===== config.mk =====
export PLATFORM = sky130hd
export DESIGN_NAME = eskmt_stack
export DESIGN_NICKNAME = d
export VERILOG_FILES = /design/src/rtl/eskmt_pkg.sv /design/src/rtl/eskmt_stack.sv
export SDC_FILE = /design/constraint.sdc
export NUM_CORES = 2
export LEC_CHECK = 0
export BUFFER_PORTS_ARGS = -buffer_cell sky130_fd_sc_hd__buf_2
export CAP_MARGIN = 20
export CORE_MARGIN = 1
export CORE_UTILIZATION = 45
export CTS_CLUSTER_DIAMETER = 120
export DETAILED_ROUTE_END_ITERATION = 7
export PLACE_DENSITY_LB_ADDON = 0.3
export SYNTH_ARGS = -nofsm -noshare
export SYNTH_HDL_FRONTEND = slang
export SYNTH_SLANG_ARGS = --single-unit

===== constraint.sdc =====
create_clock -name clk -period 15.7 [get_ports clk]
set_clock_uncertainty 0.1 [all_clocks]
set_input_delay 0.785 -clock clk [delete_from_list [all_inputs] [get_ports clk]]
set_output_delay 0.785 -clock clk [all_outputs]
set_load 0.01 [all_outputs]

===== src/rtl/eskmt_pkg.sv =====
// ----------------------------------------------------------------------------
// eskmt_pkg
// Shared types and constants of the escape-sequence keyboard-mode tracker.
// ----------------------------------------------------------------------------
`default_nettype none

package eskmt_pkg;

  localparam int STACK_DEPTH = 64;
  localparam int IDX_W       = $clog2(STACK_DEPTH);
  localparam int CNT_W       = $clog2(STACK_DEPTH + 1);
  localparam int CSI_LIMIT   = 64;
  localparam int PCNT_W      = $clog2(CSI_LIMIT + 1);
  localparam int DEPTH_W     = 7;
  localparam int OUT_W       = 2 + 32 + DEPTH_W;
  localparam int OUT_TDATA_W = ((OUT_W + 7) / 8) * 8;

  localparam logic [7:0] B_CAN  = 8'h18;
  localparam logic [7:0] B_SUB  = 8'h1a;
  localparam logic [7:0] B_ESC  = 8'h1b;
  localparam logic [7:0] B_BEL  = 8'h07;
  localparam logic [7:0] B_ST   = 8'h9c;
  localparam logic [7:0] B_CSI  = 8'h9b;
  localparam logic [7:0] B_OSC  = 8'h9d;
  localparam logic [7:0] B_DCS  = 8'h90;
  localparam logic [7:0] B_SOS  = 8'h98;
  localparam logic [7:0] B_PM   = 8'h9e;
  localparam logic [7:0] B_APC  = 8'h9f;

  localparam logic [31:0] FLAG_MASK = 32'd9;

  typedef enum logic [8:0] {
    PH_GROUND    = 9'b000000001,
    PH_ESC       = 9'b000000010,
    PH_ESC_INTER = 9'b000000100,
    PH_CSI       = 9'b000001000,
    PH_CSI_IGN   = 9'b000010000,
    PH_OSC       = 9'b000100000,
    PH_OSC_ESC   = 9'b001000000,
    PH_STR       = 9'b010000000,
    PH_STR_ESC   = 9'b100000000
  } phase_t;

  typedef struct packed {
    logic        push;
    logic        pop;
    logic        set_scr;
    logic        scr_val;
    logic        clear;
    logic [31:0] value;
  } stk_cmd_t;

  // largest value that may still take digit d without passing 2^32-1
  function automatic logic [31:0] digit_limit(input logic [3:0] d);
    logic [31:0] lim;
    unique case (d)
      4'd0:    lim = (32'hFFFFFFFF - 32'd0) / 10;
      4'd1:    lim = (32'hFFFFFFFF - 32'd1) / 10;
      4'd2:    lim = (32'hFFFFFFFF - 32'd2) / 10;
      4'd3:    lim = (32'hFFFFFFFF - 32'd3) / 10;
      4'd4:    lim = (32'hFFFFFFFF - 32'd4) / 10;
      4'd5:    lim = (32'hFFFFFFFF - 32'd5) / 10;
      4'd6:    lim = (32'hFFFFFFFF - 32'd6) / 10;
      4'd7:    lim = (32'hFFFFFFFF - 32'd7) / 10;
      4'd8:    lim = (32'hFFFFFFFF - 32'd8) / 10;
      default: lim = (32'hFFFFFFFF - 32'd9) / 10;
    endcase
    return lim;
  endfunction

endpackage

`default_nettype wire


===== src/rtl/eskmt_stack.sv =====
// ----------------------------------------------------------------------------
// eskmt_stack
// Both mode stacks in one memory, with ring pointers and the top-entry read.
// ----------------------------------------------------------------------------
`default_nettype none

module eskmt_stack import eskmt_pkg::*; (
  input  wire logic               clk,
  input  wire logic               rst_n,
  input  wire logic               accept,
  input  wire stk_cmd_t           cmd,
  input  wire logic               s1_take,
  output logic                    s1_valid,
  output logic [OUT_W-1:0]        s1_data
);

  logic [31:0] mem [2*STACK_DEPTH];

  logic [IDX_W-1:0] old_r   [2];
  logic [CNT_W-1:0] cnt_r   [2];
  logic             alt_r;
  logic [IDX_W-1:0] old_nxt [2];
  logic [CNT_W-1:0] cnt_nxt [2];
  logic             alt_nxt;

  logic                 we;
  logic [IDX_W:0]       waddr;
  logic [IDX_W:0]       raddr;
  logic [IDX_W-1:0]     top_idx;
  logic [CNT_W-1:0]     cur_cnt;
  logic [IDX_W-1:0]     cur_old;

  logic             s1_valid_r;
  logic             s1_fwd_r;
  logic [31:0]      s1_val_r;
  logic [CNT_W-1:0] s1_cnt_r;
  logic             s1_alt_r;
  logic [31:0]      rd_q_r;
  logic [31:0]      top;

  assign cur_cnt = cnt_r[alt_r];
  assign cur_old = old_r[alt_r];

  always_comb begin
    old_nxt = old_r;
    cnt_nxt = cnt_r;
    alt_nxt = alt_r;
    we      = 1'b0;
    waddr   = {alt_r, cur_old};
    if (cmd.clear) begin
      old_nxt = '{default: '0};
      cnt_nxt = '{default: '0};
      alt_nxt = 1'b0;
    end else if (cmd.push) begin
      we = 1'b1;
      if (cur_cnt >= CNT_W'(STACK_DEPTH)) begin
        waddr          = {alt_r, cur_old};
        old_nxt[alt_r] = cur_old + IDX_W'(1);
      end else begin
        waddr          = {alt_r, cur_old + cur_cnt[IDX_W-1:0]};
        cnt_nxt[alt_r] = cur_cnt + CNT_W'(1);
      end
    end else if (cmd.pop) begin
      if (cmd.value >= 32'(cur_cnt)) begin
        cnt_nxt[alt_r] = '0;
        old_nxt[alt_r] = '0;
      end else begin
        cnt_nxt[alt_r] = cur_cnt - cmd.value[CNT_W-1:0];
      end
    end else if (cmd.set_scr) begin
      alt_nxt = cmd.scr_val;
    end
    top_idx = old_nxt[alt_nxt] + cnt_nxt[alt_nxt][IDX_W-1:0] - IDX_W'(1);
    raddr   = {alt_nxt, top_idx};
  end

  always_ff @(posedge clk) begin
    if (accept && we) mem[waddr] <= cmd.value;
    if (accept) rd_q_r <= mem[raddr];
  end

  always_ff @(posedge clk) begin
    if (!rst_n) begin
      old_r      <= '{default: '0};
      cnt_r      <= '{default: '0};
      alt_r      <= 1'b0;
      s1_valid_r <= 1'b0;
    end else begin
      if (accept) begin
        old_r <= old_nxt;
        cnt_r <= cnt_nxt;
        alt_r <= alt_nxt;
      end
      if (accept) s1_valid_r <= 1'b1;
      else if (s1_take) s1_valid_r <= 1'b0;
    end
  end

  // a push always lands on the new top: take it straight from the command
  always_ff @(posedge clk) begin
    if (accept) begin
      s1_fwd_r <= cmd.push && !cmd.clear;
      s1_val_r <= cmd.value;
      s1_cnt_r <= cnt_nxt[alt_nxt];
      s1_alt_r <= alt_nxt;
    end
  end

  always_comb begin
    if (s1_cnt_r == '0) top = '0;
    else if (s1_fwd_r) top = s1_val_r;
    else top = rd_q_r;
  end

  assign s1_valid = s1_valid_r;
  assign s1_data  = {DEPTH_W'(s1_cnt_r), top, s1_alt_r,
                     (s1_cnt_r != '0) && ((top & FLAG_MASK) != '0)};

endmodule

`default_nettype wire


## Word-level counts from Yosys, hierarchy flattened

Memory sizes are Yosys's and may differ from the RTL's. A register that Yosys moved wholly into a read port is not among the register bits.
Cells that the tools add are included.

- Register bits after elaboration: 69
- RAM bits: 4,096
- Output and inout port bits: 42
- Word-level logic and storage cells: 81
- Memories: 1

- Add/sub/neg operators: 6
- Order comparisons: 5
- Muxes and demuxes: 44
- Bitwise gates (word level): 6
- Reductions and logical operators: 9

Memory list:

| name | words | bits a word | read ports | clocked after Yosys merged registers in | write ports | line | text |
|---|---|---|---|---|---|---|---|
| mem | 128 | 32 | 1 | 1 | 1 | eskmt_stack.sv:17 | `logic [31:0] mem [2*STACK_DEPTH];` |

Operators with widths:

| kind | count |
|---|---|
| two-way mux 14 bit | 5 |
| two-way mux 32 bit | 2 |
| two-way mux 12 bit | 5 |
| two-way mux 6 bit | 10 |
| two-way mux 7 bit | 7 |
| >= comparator 32 x 7 -> 1 bit | 1 |
| nonzero test 32 bit | 1 |
| bitwise mux 14 bit | 2 |
| AND 14 bit | 1 |
| inverter 14 bit | 1 |
| adder 6 bit | 2 |
| AND 12 bit | 1 |
| bitwise mux 12 bit | 1 |
| inverter 12 bit | 1 |
| two-way mux 1 bit | 10 |
| adder 7 x 1 -> 7 bit (second input constant) | 1 |
| demux 7 bit (select 1 bit) | 1 |
| >= comparator 7 bit (second input constant) | 1 |
| logical NOT 7 bit | 1 |
| nonzero test 7 bit | 1 |
| subtractor 7 bit | 1 |
| adder 6 x 1 -> 6 bit (second input constant) | 1 |
| demux 6 bit (select 1 bit) | 1 |
| subtractor 6 x 1 -> 6 bit (second input constant) | 1 |
| other kinds (6) | 11 |

## Depth between registers and ports, before layout

- Depth after elaboration: 16
- Depth in mapped cells: 30

## Worst setup path after synthesis

Ideal clock, no wire load.

- Kind: flip-flop to flip-flop
- Start: reg alt_r
- End: reg rd_q_r[29], read port of mem, data pin
- Setup time: 0.259 ns
- Arrival: 5.726 ns
- Data required time: 15.341 ns
- Setup slack: 9.615 ns
- Stages on the path, launching flop included: 30
- Buffers on the path: 9
- Path through: dfxtp_1 > buf_4 > buf_2 > buf_2 > buf_2 > mux2i_1 > inv_1 > ha_1 > nor2_1 > a21oi_1 > o31ai_4 > and2_2 > buf_2 > buf_2 > a21oi_1 > a2111oi_0 > a21oi_1 > ha_1 > inv_1 > ha_1 > inv_1 > fa_1 > clkbuf_1 > nand2b_1 > clkbuf_1 > clkbuf_1 > a21oi_1 > nor4_1 > o21ai_0 > a211o_1

- Longest elaborated chain between the ends: 16
- Elaborated cells on any way between the ends: 49
- Classes of those cells: add/sub: 5; order compare: 4; mux: 33; bitwise: 6; reduce/logical: 1

Ends and longest elaborated chain:

| item | line | text |
|---|---|---|
| start, declared | eskmt_stack.sv:21 | `logic alt_r;` |
| start signal, assigned | eskmt_stack.sv:92 | `alt_r <= alt_nxt;` |
| parallel branches: the longest is 16 deep, another holds >= comparator 32 x 7 -> 1 bit | - |  |
| end, declared | eskmt_stack.sv:38 | `logic [31:0] rd_q_r;` |

Parallel ways; which one is timed is not known. The select of a mux whose other input is x is not followed.
A chain may end at the register's enable or synchronous reset.

## Worst setup path in the final report

- Start: reg alt_r
- End: reg rd_q_r[6], read port of mem, data pin

Same word-level chain as after synthesis.

==> results.tsv <==
stage	metric	value	unit
status	status	completed	
cts	postCtsResizedCells	0	
setup_path	r2r-start	alt_r$_SDFFE_PN0P_	
global_route	grt_overflow	0	
power_and_ir_drop	power.density	134	nW/um^2
job	cap_violations	0	
setup_path	critical_path_class	flip-flop to flip-flop	
yosys	synth_cell_types	76	
setup_path	required	16.31	ns
timing	fmax	101	MHz
setup_path	r2r-end	rd_q_r[6]$_DFFE_PP_	
yosys	synthesis.area	163000	um^2
worst_hold_path	whs_path_depth	1	
yosys	async_reset_ff_share	0	%
final_layout	regArea	126000	um^2
drt	drtAntennaViolNets	0	
cts	htree_levels	5	
final_layout	final_cell_mix	4169 x edfxtp_1, 1024 x mux4_2, 1001 x nand2_1	
cts	holdBufCountCts	2	
timing	timing.hold.ws	0.105	ns
cts	cts_tree	built	
setup_path	max_stage_delay	1.02	ns
cts	clk_path_buf_depth	4	
final_layout	stdcell_count	13600	
yosys	syn-num-nets	8126	
drt	routed_wl	472	mm
placement	place_congestion	0.838	
yosys	avgSynthCellArea	20.2	um^2
setup_path	start_kind	flip-flop	
timing	rsz0062_at_grt	false	
global_route	grt_pass1_vias	84700	
global_route	grt_usage	25.8	%
floorplanning	initial_utilization	45.3	%
yosys	synth-seq-cells	4197	
floorplanning	die_w	604	um
floorplanning	core-area	359000	um^2
power_and_ir_drop	leakagePower	57.9	nW
drt	avgRoutedWirePerCell	34.8	um
drt	avgViaCountPerCell	6.28	
yosys	ys.flop_type	edfxtp_1	
final_layout	fill_cells	28100	
final_layout	area_growth	13.5	%
floorplanning	die_h	604	um
final_layout	multi_input_area	36200	um^2
drt	drt-initial-drc-count	12600	
yosys	synth_edf_count	4169	
cts	clock-root-buffer	clkbuf_16	
timing	finalSetupTns	0	ns
worst_hold_path	holdPathEnd	mem[122][1]$_DFFE_PP_	
yosys	yosys_warnings	0	
timing	hold_viol_final	0	
floorplanning	dieArea	364000	um^2
setup_path	cp.arrival	10.55	ns
setup_path	crit_slowest_cell	nor4_1	
final_layout	finalNetCount	8489	
cts	postCtsSetupBuffers	0	
cts	cts.clk_slew.worst_paths	0.06	ns
yosys	yosysSeqAreaShare	77.2	%
power_and_ir_drop	max-vdd-ir-drop	0.105	mV
drt	first_pass_iters	7	
timing	worst_slew_pin_slew	1.25	ns
yosys	synthCells	8053	
global_route	antenna_found_initial	36	
cts	cts_made_buffers	424	
timing	fin_crit_sh	63.3	%
worst_hold_path	hold_class	input pin to flip-flop	
global_route	grt_max_degree	129	
final_layout	drive_gt1_share	24.9	%
global_route	grt_pass1_wl	661	mm
drt	drc_errors	0	
cts	clkSinkCount	4197	
timing	drv_slew	0	
setup_path	worstPathMaxFanout	95	
setup_path	r2r_cells	23	
drt	route.vias.total	85100	
setup_path	crit_top_cell	a21oi_1	
setup_path	r2r_slack	5.76	ns
timing	slew_headroom	16.1	%
cts	clk_latency	0.98	ns
setup_path	crit_path_end_kind	flip-flop	
floorplanning	ios	83	
floorplanning	rows	220	
placement	hpwl	269	mm
placement	placed_cells	12800	
timing	finalCriticalPeriod	9.94	ns
placement	numPortBuffers	82	
setup_path	crit_chain	buf_4 -> mux2i_1 -> inv_1 -> ha_1 -> a21oi_1 -> nor3b_1 -> nor3_4 -> and2_2 -> a21oi_1 -> nor4_1 -> a21oi_1 -> ha_1 -> inv_1 -> ha_4 -> buf_12 -> buf_4 -> buf_4 -> mux4_2 -> nand2_1 -> a21oi_1 -> nor4_1 -> o21ai_0 -> a211o_1	
timing	final-setup-viol-count	0	
worst_hold_path	hold_path_startpoint	cmd[1]	
final_layout	final_common_cell	edfxtp_1	
logic make-up (layout without fill, tap and decap cells):
kind of cell,count (synthesis),in the layout,synth area share [%]
DFF,4197,4197,77.2
and+or+nand+nor,1664,1664,4.39
muxes,1131,1131,14.8
AOI/OAI and AO/OA,518,518,1.89
buffers and inverters,493,1212,1.28
adders and majority gates,32,32,0.260
xor gates and xnor gates,18,18,0.127
other,0,13,0
per-stage QoR:
| step | instance area [um^2] | worst slack, ns | util (%) | power, mW |
|---|---|---|---|---|
| 5_1_grt | 185000 | 5.86 | 51.4 | 25.4 |
| 3_5_place_dp | 171000 | 5.30 | 47.6 | 15.2 |
| 2_1_floorplan | 163000 | 9.62 | - | 13.9 |
| 4_1_cts | 185000 | 6.00 | 51.3 | 24.9 |
| 6_report | 185000 | 5.76 | 51.4 | 24.8 |
| 3_3_place_gp | 171000 | 4.70 | 47.5 | 15.1 |
worst max-delay path by stage:
stage	from	cells after the start	slack, ns	end
after floorplan	alt_r$_SDFFE_PN0P_	29	9.62	rd_q_r[29]$_DFFE_PP_
after global placement	cmd[28]	21	4.70	rd_q_r[7]$_DFFE_PP_
after detailed placement	cmd[28]	20	5.30	rd_q_r[6]$_DFFE_PP_
after CTS	alt_r$_SDFFE_PN0P_	23	6.00	rd_q_r[6]$_DFFE_PP_
after global routing	alt_r$_SDFFE_PN0P_	21	5.86	rd_q_r[31]$_DFFE_PP_
final	alt_r$_SDFFE_PN0P_	23	5.76	rd_q_r[6]$_DFFE_PP_
power by group:
| part | switching [mW] | internal [mW] |
|---|---|---|
| clock | 4.29 | 5.57 |
| combinational | 1.72 | 0.792 |
| sequential | 0.0682 | 12.4 |
flip-flops by register name, indices dropped and copies added (netlist names):
| register | count |
|---|---|
| alt_r | 1 |
| cnt_r | 14 |
| mem | 4096 |
| old_r | 12 |
| rd_q_r | 32 |
| s1_alt_r | 1 |
| s1_cnt_r | 7 |
| s1_fwd_r | 1 |
| s1_val_r | 32 |
| s1_valid | 1 |
Yosys cell counts (all sizes together) (6+ instances only):
cell type / count / area (um^2)
nor4: 72 / 469
o211ai: 6 / 45.0
nor2b: 29 / 189
clkbuf: 224 / 841
inv: 43 / 161
o31ai: 6 / 58.8
nand4: 71 / 444
dfxtp: 28 / 561
mux4: 1024 / 23100
a32oi: 34 / 298
nor3: 14 / 81.3
a21oi: 330 / 1660
mux2: 10 / 113
o21a: 7 / 52.6
edfxtp: 4169 / 125000
or2: 6 / 37.5
o21ai: 58 / 290
nand2: 1004 / 3780
nand3: 206 / 1030
a211o: 33 / 289
a22oi: 8 / 65.1
and2: 8 / 51.3
a21o: 6 / 45.0
nor2: 227 / 860
ha: 29 / 363
mux2i: 97 / 975
xnor2: 11 / 130
nand3b: 6 / 45.0
buf: 226 / 1090
xor2: 6 / 52.6
layer usage:
| metal | up-vias | GRT usage [%] | part of all wire, % |
|---|---|---|---|
| met5 | - | 0 | 0.014 |
| met1 | 45500 | 35.6 | 37 |
| met2 | 5165 | 40.1 | 47 |
| met4 | 10 | 9.70 | 4.3 |
| li1 | 33600 | - | - |
| met3 | 835 | 6.05 | 12 |
worst max-delay path: cells and delay by family (launching register included):
kind	cells	cell delay [ns]
AND/OR/NAND/NOR	6	2.42
buffers and inverters	6	2.07
AO/OA/AOI/OAI	6	1.75
adder cells (fa/ha/maj)	3	1.30
flip-flops	1	0.89
multiplexers	2	0.81
area by class of cell:
cell class	instances	share of cell area, %
Antenna cell	13	0.0176
Clock inverter	254	1.23
Tap cell	4773	3.23
Multi-Input combinational cell	3363	19.6
Clock buffer	528	6.03
Inverter	43	0.0874
Timing Repair Buffer	387	1.74
Sequential cell	4197	68.1
Note: power is estimated with default switching activity, not from simulation.
