$ cat config.mk
export PLATFORM = sky130hd
export DESIGN_NAME = eskmt_parser
export DESIGN_NICKNAME = d
export VERILOG_FILES = /design/src/rtl/eskmt_pkg.sv /design/src/rtl/eskmt_parser.sv
export SDC_FILE = /design/constraint.sdc
export NUM_CORES = 1
export LEC_CHECK = 0
export BUFFER_PORTS_ARGS = -buffer_cell sky130_fd_sc_hd__buf_2
export CORE_MARGIN = 2
export CORE_UTILIZATION = 45
export DETAILED_ROUTE_END_ITERATION = 7
export PLACE_DENSITY = 0.67
export SLEW_MARGIN = 10
export SYNTH_ARGS = -nofsm -noshare
export SYNTH_HDL_FRONTEND = slang
export SYNTH_SLANG_ARGS = --single-unit
$ cat constraint.sdc
create_clock -name clk -period 6.85 [get_ports clk]
set_input_delay 0.3425 -clock clk [delete_from_list [all_inputs] [get_ports clk]]
set_output_delay 0.3425 -clock clk [all_outputs]
set_load 0.02 [all_outputs]
$ cat src/rtl/eskmt_pkg.sv
// ----------------------------------------------------------------------------
// eskmt_pkg
// Shared types and constants of the escape-sequence keyboard-mode tracker.
// ----------------------------------------------------------------------------
`default_nettype none

package eskmt_pkg;

  localparam int STACK_DEPTH = 64;
  localparam int IDX_W       = $clog2(STACK_DEPTH);
  localparam int CNT_W       = $clog2(STACK_DEPTH + 1);
  localparam int CSI_LIMIT   = 64;
  localparam int PCNT_W      = $clog2(CSI_LIMIT + 1);
  localparam int DEPTH_W     = 7;
  localparam int OUT_W       = 2 + 32 + DEPTH_W;
  localparam int OUT_TDATA_W = ((OUT_W + 7) / 8) * 8;

  localparam logic [7:0] B_CAN  = 8'h18;
  localparam logic [7:0] B_SUB  = 8'h1a;
  localparam logic [7:0] B_ESC  = 8'h1b;
  localparam logic [7:0] B_BEL  = 8'h07;
  localparam logic [7:0] B_ST   = 8'h9c;
  localparam logic [7:0] B_CSI  = 8'h9b;
  localparam logic [7:0] B_OSC  = 8'h9d;
  localparam logic [7:0] B_DCS  = 8'h90;
  localparam logic [7:0] B_SOS  = 8'h98;
  localparam logic [7:0] B_PM   = 8'h9e;
  localparam logic [7:0] B_APC  = 8'h9f;

  localparam logic [31:0] FLAG_MASK = 32'd9;

  typedef enum logic [8:0] {
    PH_GROUND    = 9'b000000001,
    PH_ESC       = 9'b000000010,
    PH_ESC_INTER = 9'b000000100,
    PH_CSI       = 9'b000001000,
    PH_CSI_IGN   = 9'b000010000,
    PH_OSC       = 9'b000100000,
    PH_OSC_ESC   = 9'b001000000,
    PH_STR       = 9'b010000000,
    PH_STR_ESC   = 9'b100000000
  } phase_t;

  typedef struct packed {
    logic        push;
    logic        pop;
    logic        set_scr;
    logic        scr_val;
    logic        clear;
    logic [31:0] value;
  } stk_cmd_t;

  // largest value that may still take digit d without passing 2^32-1
  function automatic logic [31:0] digit_limit(input logic [3:0] d);
    logic [31:0] lim;
    unique case (d)
      4'd0:    lim = (32'hFFFFFFFF - 32'd0) / 10;
      4'd1:    lim = (32'hFFFFFFFF - 32'd1) / 10;
      4'd2:    lim = (32'hFFFFFFFF - 32'd2) / 10;
      4'd3:    lim = (32'hFFFFFFFF - 32'd3) / 10;
      4'd4:    lim = (32'hFFFFFFFF - 32'd4) / 10;
      4'd5:    lim = (32'hFFFFFFFF - 32'd5) / 10;
      4'd6:    lim = (32'hFFFFFFFF - 32'd6) / 10;
      4'd7:    lim = (32'hFFFFFFFF - 32'd7) / 10;
      4'd8:    lim = (32'hFFFFFFFF - 32'd8) / 10;
      default: lim = (32'hFFFFFFFF - 32'd9) / 10;
    endcase
    return lim;
  endfunction

endpackage

`default_nettype wire

$ cat src/rtl/eskmt_parser.sv
// ----------------------------------------------------------------------------
// eskmt_parser
// Escape parser; turns each accepted byte into a stack command.
// ----------------------------------------------------------------------------
`default_nettype none

module eskmt_parser import eskmt_pkg::*; (
  input  wire logic       clk,
  input  wire logic       rst_n,
  input  wire logic       accept,
  input  wire logic [7:0] in_byte,
  output stk_cmd_t        cmd
);

  phase_t            phase_r, phase_nxt;
  logic [PCNT_W-1:0] pcnt_r, pcnt_nxt;
  logic [PCNT_W-1:0] icnt_r, icnt_nxt;
  logic [7:0]        marker_r, marker_nxt;
  logic [31:0]       whole_r, whole_nxt;
  logic              whole_ok_r, whole_ok_nxt;
  logic [31:0]       field_r, field_nxt;
  logic              field_ok_r, field_ok_nxt;
  logic              seen_r, seen_nxt;
  logic              failed_r, failed_nxt;

  logic        cancel;
  logic [3:0]  dig;
  logic        fld_match;
  logic        fin_seen;
  logic        empty;

  assign cancel = (in_byte == B_CAN) || (in_byte == B_SUB);
  assign dig    = in_byte[3:0];
  assign fld_match = field_ok_r &&
                     (field_r == 32'd47 || field_r == 32'd1047 || field_r == 32'd1049);
  assign fin_seen = seen_r || (!failed_r && fld_match);
  assign empty    = (pcnt_r <= PCNT_W'(1));

  always_comb begin
    phase_nxt    = phase_r;
    pcnt_nxt     = pcnt_r;
    icnt_nxt     = icnt_r;
    marker_nxt   = marker_r;
    whole_nxt    = whole_r;
    whole_ok_nxt = whole_ok_r;
    field_nxt    = field_r;
    field_ok_nxt = field_ok_r;
    seen_nxt     = seen_r;
    failed_nxt   = failed_r;
    cmd          = '0;

    unique case (phase_r)
      PH_ESC: begin
        if (cancel) begin
          phase_nxt = PH_GROUND;
        end else if (in_byte == B_ESC) begin
          phase_nxt = PH_ESC;
        end else if (in_byte == "[") begin
          phase_nxt    = PH_CSI;
          pcnt_nxt     = '0;
          icnt_nxt     = '0;
          marker_nxt   = '0;
          whole_nxt    = '0;
          whole_ok_nxt = 1'b1;
          field_nxt    = '0;
          field_ok_nxt = 1'b1;
          seen_nxt     = 1'b0;
          failed_nxt   = 1'b0;
        end else if (in_byte == "]") begin
          phase_nxt = PH_OSC;
        end else if (in_byte == "P" || in_byte == "X" || in_byte == "^" ||
                     in_byte == "_") begin
          phase_nxt = PH_STR;
        end else if (in_byte == "c") begin
          cmd.clear = 1'b1;
          phase_nxt = PH_GROUND;
        end else if (in_byte >= 8'h20 && in_byte <= 8'h2f) begin
          phase_nxt = PH_ESC_INTER;
        end else if (in_byte >= 8'h30 && in_byte <= 8'h7e) begin
          phase_nxt = PH_GROUND;
        end
      end
      PH_ESC_INTER: begin
        if (cancel || (in_byte >= 8'h30 && in_byte <= 8'h7e)) begin
          phase_nxt = PH_GROUND;
        end else if (in_byte == B_ESC) begin
          phase_nxt = PH_ESC;
        end
      end
      PH_CSI: begin
        if (cancel) begin
          phase_nxt = PH_GROUND;
        end else if (in_byte == B_ESC) begin
          phase_nxt = PH_ESC;
        end else if (in_byte <= 8'h1f) begin
          phase_nxt = PH_CSI;
        end else if (in_byte >= 8'h30 && in_byte <= 8'h3f) begin
          if (icnt_r != '0 || pcnt_r >= PCNT_W'(CSI_LIMIT)) begin
            phase_nxt = PH_CSI_IGN;
          end else begin
            if (pcnt_r == '0) begin
              marker_nxt = in_byte;
            end else if (in_byte <= 8'h39) begin
              if (whole_ok_r) begin
                if (whole_r > digit_limit(dig)) whole_ok_nxt = 1'b0;
                else whole_nxt = (whole_r << 3) + (whole_r << 1) + {28'd0, dig};
              end
              if (field_ok_r) begin
                if (field_r > digit_limit(dig)) field_ok_nxt = 1'b0;
                else field_nxt = (field_r << 3) + (field_r << 1) + {28'd0, dig};
              end
            end else begin
              whole_ok_nxt = 1'b0;
              if (in_byte == ";") begin
                if (!seen_r && !failed_r) begin
                  if (!field_ok_r) failed_nxt = 1'b1;
                  else if (fld_match) seen_nxt = 1'b1;
                end
                field_nxt    = '0;
                field_ok_nxt = 1'b1;
              end else begin
                field_ok_nxt = 1'b0;
              end
            end
            pcnt_nxt = pcnt_r + PCNT_W'(1);
          end
        end else if (in_byte <= 8'h2f) begin
          if (icnt_r >= PCNT_W'(CSI_LIMIT)) phase_nxt = PH_CSI_IGN;
          else icnt_nxt = icnt_r + PCNT_W'(1);
        end else if (in_byte <= 8'h7e) begin
          phase_nxt = PH_GROUND;
          if (icnt_r == '0 && pcnt_r != '0) begin
            if (in_byte == "u" && marker_r == ">") begin
              cmd.push  = empty || whole_ok_r;
              cmd.value = empty ? 32'd0 : whole_r;
            end else if (in_byte == "u" && marker_r == "<") begin
              cmd.pop   = empty || whole_ok_r;
              cmd.value = empty ? 32'd1 : whole_r;
            end else if ((in_byte == "h" || in_byte == "l") && marker_r == "?" &&
                         !empty) begin
              cmd.set_scr = fin_seen;
              cmd.scr_val = (in_byte == "h");
            end
          end
        end else begin
          phase_nxt = PH_CSI_IGN;
        end
      end
      PH_CSI_IGN: begin
        if (cancel || (in_byte >= 8'h40 && in_byte <= 8'h7e)) phase_nxt = PH_GROUND;
        else if (in_byte == B_ESC) phase_nxt = PH_ESC;
      end
      PH_OSC: begin
        if (cancel || in_byte == B_BEL || in_byte == B_ST) phase_nxt = PH_GROUND;
        else if (in_byte == B_ESC) phase_nxt = PH_OSC_ESC;
      end
      PH_OSC_ESC: begin
        if (cancel || in_byte == "\\" || in_byte == B_BEL || in_byte == B_ST) begin
          phase_nxt = PH_GROUND;
        end else if (in_byte != B_ESC) begin
          phase_nxt = PH_OSC;
        end
      end
      PH_STR: begin
        if (cancel || in_byte == B_ST) phase_nxt = PH_GROUND;
        else if (in_byte == B_ESC) phase_nxt = PH_STR_ESC;
      end
      PH_STR_ESC: begin
        if (cancel || in_byte == "\\" || in_byte == B_ST) phase_nxt = PH_GROUND;
        else if (in_byte != B_ESC) phase_nxt = PH_STR;
      end
      default: begin
        phase_nxt = PH_GROUND;
        if (in_byte == B_ESC) begin
          phase_nxt = PH_ESC;
        end else if (in_byte == B_DCS || in_byte == B_SOS || in_byte == B_PM ||
                     in_byte == B_APC) begin
          phase_nxt = PH_STR;
        end else if (in_byte == B_CSI) begin
          phase_nxt    = PH_CSI;
          pcnt_nxt     = '0;
          icnt_nxt     = '0;
          marker_nxt   = '0;
          whole_nxt    = '0;
          whole_ok_nxt = 1'b1;
          field_nxt    = '0;
          field_ok_nxt = 1'b1;
          seen_nxt     = 1'b0;
          failed_nxt   = 1'b0;
        end else if (in_byte == B_OSC) begin
          phase_nxt = PH_OSC;
        end
      end
    endcase
  end

  always_ff @(posedge clk) begin
    if (!rst_n) begin
      phase_r    <= PH_GROUND;
      pcnt_r     <= '0;
      icnt_r     <= '0;
      marker_r   <= '0;
      whole_r    <= '0;
      whole_ok_r <= 1'b1;
      field_r    <= '0;
      field_ok_r <= 1'b1;
      seen_r     <= 1'b0;
      failed_r   <= 1'b0;
    end else if (accept) begin
      phase_r    <= phase_nxt;
      pcnt_r     <= pcnt_nxt;
      icnt_r     <= icnt_nxt;
      marker_r   <= marker_nxt;
      whole_r    <= whole_nxt;
      whole_ok_r <= whole_ok_nxt;
      field_r    <= field_nxt;
      field_ok_r <= field_ok_nxt;
      seen_r     <= seen_nxt;
      failed_r   <= failed_nxt;
    end
  end

endmodule

`default_nettype wire

---- After elaboration in Yosys (flattened, before gate mapping) ----
Memory sizes are Yosys's and may differ from the RTL's.
Cells that the tools add are included.
cells by class
  $add $sub $neg .......................... 6
  reduce and logical (&&, ||, !) cells .... 52
  bitwise gates (word level) .............. 2
  magnitude comparators ................... 13
  muxes and demuxes ....................... 197
  equal/unequal tests ..................... 69
operator list
  kind                    count
  $mux W32                55
  $mux W9                 26
  $pmux W32 S3            2
  $mux W7                 17
  $mux W8                 14
  $eq A8 B7 Y1 const B    11
  $pmux W9 S8             1
  $add A32 B32 Y32        2
  $add A32 B4 Y32         2
  $eq A32 B11 Y1 const B  2
  $gt A32 B32 Y1          2
  $mux W1                 61
  $eq A8 B8 Y1 const B    7
  $pmux W7 S3             2
  $ne A2 B2 Y1 const B    20
  $reduce_and A12 Y1      3
  $eq A32 B6 Y1 const B   1
  $eq A8 B6 Y1 const B    4
  $mux W4                 8
  $reduce_and A15 Y1      2
  $eq A8 B5 Y1 const B    3
  $le A8 B6 Y1 const B    3
  $pmux W8 S3             1
  $logic_or A1 B1 Y1      22
  other kinds (38)        68
word-level totals
  word-level logic and storage cells ...... 351
  bits in registers ....................... 99
  input port bits ......................... 11
  bits in read-only memories .............. 32
  memories ................................ 2
  output and inout port bits .............. 37
memories
  name             words  width  read ports  clocked after memory_dff  write ports  RTL line         RTL
  (no name shown)  16     1      1           0                         0            eskmt_pkg.sv:56  unique case (d)
  (no name shown)  16     1      1           0                         0            eskmt_pkg.sv:56

---- Depth between registers and ports, before layout ----
Gate-level depths: netlist of the first run.
An unclocked memory read counts as a cell.
  depth in word-level cells ............... 21
  mapped depth ............................ 14

---- Worst setup path before layout of the first run ----
Ideal clock, no wire load.
  kind .................................... reg-to-reg
  start point ............................. reg whole_r[0]
  end point ............................... reg whole_r[23]
  arrival time ............................ 3.103 ns
  buffers on the path ..................... 0
  data required time ...................... 6.732 ns
  path slack .............................. 3.629 ns
  stages on the path, launching flop included .. 13
  cell sequence ........................... dfxtp_1 -> fa_1 -> ha_1 -> a211o_1 -> o211ai_1 -> a221oi_1 -> a221o_1 -> a31oi_1 -> a21oi_1 -> a221o_1 -> a21oi_1 -> xor2_1 -> o2bb2ai_1
on the way
  longest elaborated chain between the ends .. 12
  elaborated cells on any way between the ends .. 15
RTL lines
  element                 RTL line             RTL
  start, declared         eskmt_parser.sv:19   logic [31:0] whole_r, whole_nxt;
  start signal, assigned  eskmt_parser.sv:214  whole_r <= whole_nxt;
  $add A32 B32 Y32        eskmt_parser.sv:106  else whole_nxt = (whole_r << 3) + (whole_r << 1) + {28'd0, dig};
  $add A32 B4 Y32         eskmt_parser.sv:106
  $mux W32                eskmt_parser.sv:105  if (whole_r > digit_limit(dig)) whole_ok_nxt = 1'b0;
  $mux W32                eskmt_parser.sv:104  if (whole_ok_r) begin
  $mux W32                eskmt_parser.sv:103  end else if (in_byte <= 8'h39) begin
  $mux W32                eskmt_parser.sv:101  if (pcnt_r == '0) begin
  $mux W32                eskmt_parser.sv:98   if (icnt_r != '0 || pcnt_r >= PCNT_W'(CSI_LIMIT)) begin
  $mux W32                eskmt_parser.sv:97   end else if (in_byte >= 8'h30 && in_byte <= 8'h3f) begin
  $mux W32                eskmt_parser.sv:95   end else if (in_byte <= 8'h1f) begin
  $mux W32                eskmt_parser.sv:93   end else if (in_byte == B_ESC) begin
  $mux W32                eskmt_parser.sv:91   if (cancel) begin
  $pmux W32 S3            eskmt_parser.sv:52   unique case (phase_r)
Several ways; a longest one is shown, not always the timed one. The select of a mux whose other input is x is not followed.
A chain may end at the register's enable or synchronous reset.

==> results of run 1 <==
==> sequential cells by signal, summed over array words and instances (netlist names) <==
signal	cells
field_r	32
icnt_r	7
field_ok_r	1
phase_r	9
pcnt_r	7
failed_r	1
whole_ok_r	1
marker_r	8
whole_r	32
seen_r	1
==> cells in the final DEF (no fill, tap or decap), types with 8 or more instances in the layout <==
cell       synthesis  layout
a21boi_1          22      22
inv_1             29      29
o21ai_0           38      38
nor2b_1           30      30
a31oi_1           10      10
and2_1            39      39
clkbuf_16          0       9
dfxtp_1           99      99
and3_1            14      14
nand3_1           75      75
a21o_1            31      31
o211ai_1           8       8
o21a_1            15      15
nor2_1            86      86
a21oi_1           66      66
nand2b_1          13      13
xnor2_1           42      42
nand2_1          112     112
ha_1             123     123
a21boi_0          29      29
or3_1              9       9
nor4_1            12      12
xor2_1            24      24
nor3_1            21      21
buf_2             10      47
nand4_1           28      28
==> routing by layer <==
| layer | vias up | track usage (%) |
|---|---|---|
| li1 | 4271 | - |
| met1 | 4000 | 29.4 |
| met2 | 190 | 36.4 |
| met3 | 28 | 3.84 |
| met4 | 0 | 5.58 |
| met5 | - | 0 |
==> final timing paths <==
| path | start | end | depth (start not counted) |
|---|---|---|---|
| min reg2reg | marker_r[4]$_SDFFE_PN0P_ | marker_r[4]$_SDFFE_PN0P_ | 2 |
| max reg2reg | whole_r[2]$_SDFFE_PN0P_ | whole_r[31]$_SDFFE_PN0P_ | 12 |
| min | in_byte[0] | whole_r[0]$_SDFFE_PN0P_ | 3 |
| max | phase_r[5]$_SDFFE_PN0P_ | cmd[33] | 8 |
==> tightest hold or removal path: stages <==
cell and delay (ns):
buf_2 0.16, nand2_1 0.07, a21boi_0 0.07
==> metrics by stage <==
| stage | hold WS [ns] | total power [µW] | util (%) |
|---|---|---|---|
| 6_report | 0.340 | 1250 | 49.2 |
| 4_1_cts | 0.326 | 1270 | 49.2 |
| 3_3_place_gp | 0.437 | 656 | 47.4 |
| 3_5_place_dp | 0.437 | 656 | 47.4 |
| 2_1_floorplan | 0.426 | 639 | - |
| 5_1_grt | 0.358 | 1290 | 49.2 |
==> power groups by stage <==
stage                     combinational [µW]  sequential [µW]  clock [µW]
final                                   64.5              579         610
after global routing                    71.4              579         644
after CTS                               64.0              579         624
after detailed placement                63.3              593           0
after global placement                  63.5              593           0
after floorplan                         47.1              591           0
==> final cells by class <==
cell class | count | area [µm²]
clock buffers | 10 | 239
well taps | 270 | 338
multi-input cells | 978 | 6790
inverters | 29 | 109
diodes | 2 | 5.00
clock inverters | 6 | 111
repair buffers | 54 | 288
fillers | 2016 | 10200
flip-flops and latches | 99 | 1980
==> cell families (layout without fill, tap and decap cells) <==
| kind of cell | after synthesis | after routing | share of synthesized area, % |
|---|---|---|---|
| AO/OA/AOI/OAI | 297 | 297 | 22.2 |
| XOR/XNOR | 66 | 66 | 6.35 |
| adder cells (fa/ha/maj) | 128 | 128 | 17.9 |
| buffers and inverters | 81 | 99 | 3.64 |
| flip-flops | 99 | 99 | 21.8 |
| multiplexers | 6 | 6 | 0.674 |
| other | 0 | 2 | 0 |
| AND/OR/NAND/NOR | 481 | 481 | 27.4 |
==> out/results.ini, run 1 <==
[synthesis]
synth_top_area_cell = dfxtp_1
avgSynthCellArea_um2 = 7.86
yosysUniqueCellTypes = 77
ys_top_cells_by_area = dfxtp_1 22%, ha_1 17%, nand2_1 4.6%
ys_ff_latch = 99
ys_seq_area_share_pct = 21.8
synthCells = 1158
synth_top_area_share_pct = 21.8
ys.flop_type = dfxtp_1
syn_area_mm2 = 0.00910
synth_common_cells = 123 x ha_1, 112 x nand2_1, 99 x dfxtp_1
synthArstFlopShare_pct = 0
synth_edf_count = 0
yosysWarnings = 0
synth_most_common_cell = ha_1
synth.net_count = 1296

[cells_and_area]
layout.nets = 1309
area_growth_pct = 8.33
final_cells = 1448
design_area_mm2 = 0.00986
drive_above_1_share_pct = 7.14

[clock_tree]
clock_sinks = 99
cts_resized = 0
clk_pin_slew_worst_paths_ns = 0.07
clock_latency_ns = 0.36
cts_hold_buf = 0
cts_tree = yes
post-cts-setup-buffers = 0
cts-root-buf = clkbuf_16
cts_buffer_depth = 2
htreeDepth = 3
cts_made_buffers = 9

[sta]
max_freq_ghz = 0.246
fin_ws_ns = 2.79
rsz0062_at_grt = false
fin_skew_ns = 0.0107
slew-limit-headroom_pct = 22.9
timing.final.max_slew_violations = 0
post-route-period-util_pct = 59.3
fin_setup_tns_ns = 0
setup_violations = 0
fin_crit_ns = 4.06
final-hold-violation-count = 0
tightest_slew_ns = 1.15

[global_route]
grt_antenna_before_repair = 1
globalRoute.totalOverflow = 0
grt_usage_pct = 21.9
grt_pass1_vias = 7890
grt_first_pass_wirelength_um = 38900
grt_max_degree = 84

[place]
io_buffers = 47
postPlaceCellArea_mm2 = 0.00950
dp.cells = 1430
place_hpwl_um = 17000
place_ws_ns = 2.96
gp_congestion = 0.964

[detailed_routing]
drcViolationCount = 0
drt_iter0_drc = 645
post_drt_wl_per_cell_um = 16.1
top_layer_used = met4
dr.pass1.iters = 5
wl_met1_um = 11100
wl_met3_um = 1060
vias = 8489
totalWireLength_um = 23300
vias_per_cell = 5.86
dr_wl_met2_um = 10800
antenna_left = 0

[setup_path]
path_delay_family = simple AND/OR/NAND/NOR gates
cp-start-kind = register
cp_data_arrival_time_ns = 3.72
worst-path-buf-inv = 1
cp_max_fo = 12
critPathSlowestCell = or4_1
critPathRequiredTime_ns = 6.51
crit_chain = or4_1 -> nor4_1 -> nand3b_1 -> nor2_1 -> nand3_1 -> nor4_1 -> nor4b_1 -> buf_2
r2r_setup_slack_ns = 3.14
slowest_delay_ns = 0.60
cpMostUsedCell = nor4_1
path_class = register to output pin
crit_path_end_kind = output pin

[floorplanning]
dieArea_mm2 = 0.0214
die_width_um = 146
io_pins = 48
row_count = 52
die_h_um = 146
initial_core_util_pct = 45.4
coreArea_mm2 = 0.0200

[pwr]
pwr-share-seq_pct = 46.2
p_per_area_mw_per_mm2 = 127
p_switching_uw = 288
clockPowerShare_pct = 48.7
p_int_uw = 966
leakage_uw = 0.00447
switching_share_pct = 23.0
peakVddDrop_uv = 129
combinationalPowerShare_pct = 5.1

[worst_hold_path]
min_path_type = primary input to register

[flow_run]
cap_violations = 0

[run_status]
status = finished clean

(Power assumes the default switching activity.)
==> run 2: changes to the inputs <==
==> constraint.sdc (replaced) <==
create_clock -name clk -period 4.2 [get_ports clk]
set_input_delay 0.21 -clock clk [delete_from_list [all_inputs] [get_ports clk]]
set_output_delay 0.21 -clock clk [all_outputs]
set_load 0.02 [all_outputs]
==> out/results.ini, run 2 (synthesized netlist as in run 1, its figures left out) <==
[floorplanning]
row_count = 52  ; unchanged
coreArea_mm2 = 0.0200  ; unchanged
dieArea_mm2 = 0.0214  ; unchanged
initial_core_util_pct = 45.4  ; unchanged
die_width_um = 146  ; unchanged
io_pins = 48  ; unchanged
die_h_um = 146  ; unchanged

[cells_and_area]
final_util_pct = 49.2  ; about the same
design_area_mm2 = 0.00985  ; about the same
mostFrequentLayoutCell = ha_1
drive_above_1_share_pct = 7.85  ; +0.71 points
reg.largest.list = field_r: 32 flops, whole_r: 32 flops, phase_r: 9 flops
area_growth_pct = 8.26  ; about the same
final_cell_mix = 123 x ha_1, 112 x nand2_1, 99 x dfxtp_1
layout.nets = 1319  ; +0.76%

[sta]
max_freq_ghz = 0.255
final-hold-violation-count = 0  ; unchanged
timing.final.max_slew_violations = 0  ; unchanged
fin_skew_ns = 0.0106  ; -0.000156 ns
rsz0062_at_grt = false
fin_ws_ns = 0.274  ; -2.52 ns
post-route-period-util_pct = 93.5
slew-limit-headroom_pct = 23.0  ; +0.095 points
fin_setup_tns_ns = 0  ; unchanged
fin_crit_ns = 3.93
setup_violations = 0  ; unchanged
tightest_slew_ns = 1.15  ; -0.00142 ns

[clock_tree]
cts_tree = yes
cts_resized = 0  ; unchanged
cts_hold_buf = 0  ; unchanged
clk_pin_slew_worst_paths_ns = 0.07  ; about the same
cts_buffer_depth = 2  ; unchanged
clock_sinks = 99  ; unchanged
htreeDepth = 3  ; unchanged
clock_latency_ns = 0.36  ; about the same
post-cts-setup-buffers = 0  ; unchanged
cts_made_buffers = 9  ; unchanged
cts-root-buf = clkbuf_16

[worst_hold_path]
hp-start = in_byte[0]
hold_end = whole_r[0]$_SDFFE_PN0P_
min_path_type = primary input to register
whs_path_depth = 3  ; unchanged

[detailed_routing]
dr.pass1.iters = 5  ; unchanged
antenna_left = 0  ; unchanged
vias_per_cell = 5.89  ; +0.52%
vias = 8586  ; +1.1%
post_drt_wl_per_cell_um = 16.2  ; +0.70%
drcViolationCount = 0  ; unchanged
drt_iter0_drc = 654  ; +1.4%
totalWireLength_um = 23600  ; +1.3%

[global_route]
grt_max_degree = 49  ; -42%
grt_antenna_before_repair = 2  ; +1
grt_pass1_vias = 7898  ; +0.10%
grt_usage_pct = 22.0  ; +0.13 points
globalRoute.totalOverflow = 0  ; unchanged
grt_first_pass_wirelength_um = 39200  ; +0.78%

[setup_path]
path_class = register to output pin
crit_path_end_kind = output pin
cp-start-kind = register
cp_data_arrival_time_ns = 3.72  ; about the same
cp_max_fo = 8  ; -4
worstSetupStartpoint = phase_r[5]$_SDFFE_PN0P_
reg2reg_depth = 12  ; unchanged
r2r-start = field_r[2]$_SDFFE_PN0P_
r2r_setup_slack_ns = 0.53  ; -2.61 ns
critPathRequiredTime_ns = 3.99  ; -2.52 ns
rr_endpoint = field_r[27]$_SDFFE_PN0P_

[place]
io_buffers = 47  ; unchanged
postPlaceCellArea_mm2 = 0.00958  ; +0.79%
place_hpwl_um = 17800  ; +4.7%
gp_congestion = 0.954  ; -1.1%
place_ws_ns = 0.458  ; -2.50 ns

[pwr]
leakage_uw = 0.00448  ; +0.17%
fin_total_pwr_uw = 1850  ; +48%
p_per_area_mw_per_mm2 = 188  ; +48%
peakVddDrop_uv = 189  ; +47%

[run_status]
status = finished clean

[flow_run]
cap_violations = 0  ; unchanged

run 2: cell types whose count changed in the layout (fill, tap and decap cells not counted):
cell        before  now
buf_4            7   17
clkinvlp_4       1    2
bufinv_16        3    0
inv_6            1    0
clkinv_2         1    3
run 2: area by class of cell:
cell class	count	area, µm²
antenna	2	5.00
multi-input combinational	978	6790
clock inverter	5	30.0
clock buffer	10	239
inverter	29	109
sequential	99	1980
timing repair buffer	64	363
tap	270	338
fill	2050	10200
run 2: how the worst max path moves through the flow:
stage | end | slack, ns | depth (start not counted)
after floorplan | whole_r[23]$_SDFFE_PN0P_ | 0.98 | 12
after global placement | field_r[30]$_SDFFE_PN0P_ | 0.50 | 14
after detailed placement | field_r[30]$_SDFFE_PN0P_ | 0.46 | 14
after CTS | cmd[33] | 0.32 | 8
after global routing | cmd[33] | 0.04 | 8
final | cmd[33] | 0.27 | 8
run 2: worst max-delay path, cell delays in order (launching register included):
cell and delay (ns):
dfxtp_1 0.38, or4_1 0.57, nor4_1 0.33, nand3b_1 0.33
nor2_1 0.33, nand3_1 0.14, nor4_1 0.43, nor4b_1 0.56
buf_2 0.28
run 2: power breakdown:
group          leakage [µW]  internal (µW)  total [µW]  switching, µW
logic               0.00355           36.8         107           70.5
registers          0.000798            940         945           4.39
clock network      0.000130            412         802            390
run 2: metrics by stage:
step / instances / hold WS [ns]
2_1_floorplan: 1158 / 0.426
3_3_place_gp: 1440 / 0.438
3_5_place_dp: 1440 / 0.448
4_1_cts: 1455 / 0.195
5_1_grt: 1456 / 0.230
6_report: 1457 / 0.203
run 2: per-layer routing:
metal,vias to the layer above,share of wire (%),GRT usage [%]
li1,4301,-,-
met1,4032,48,30.1
met2,219,46,36.1
met3,34,4.5,3.28
met4,0,1.7,6.31
met5,-,0,0
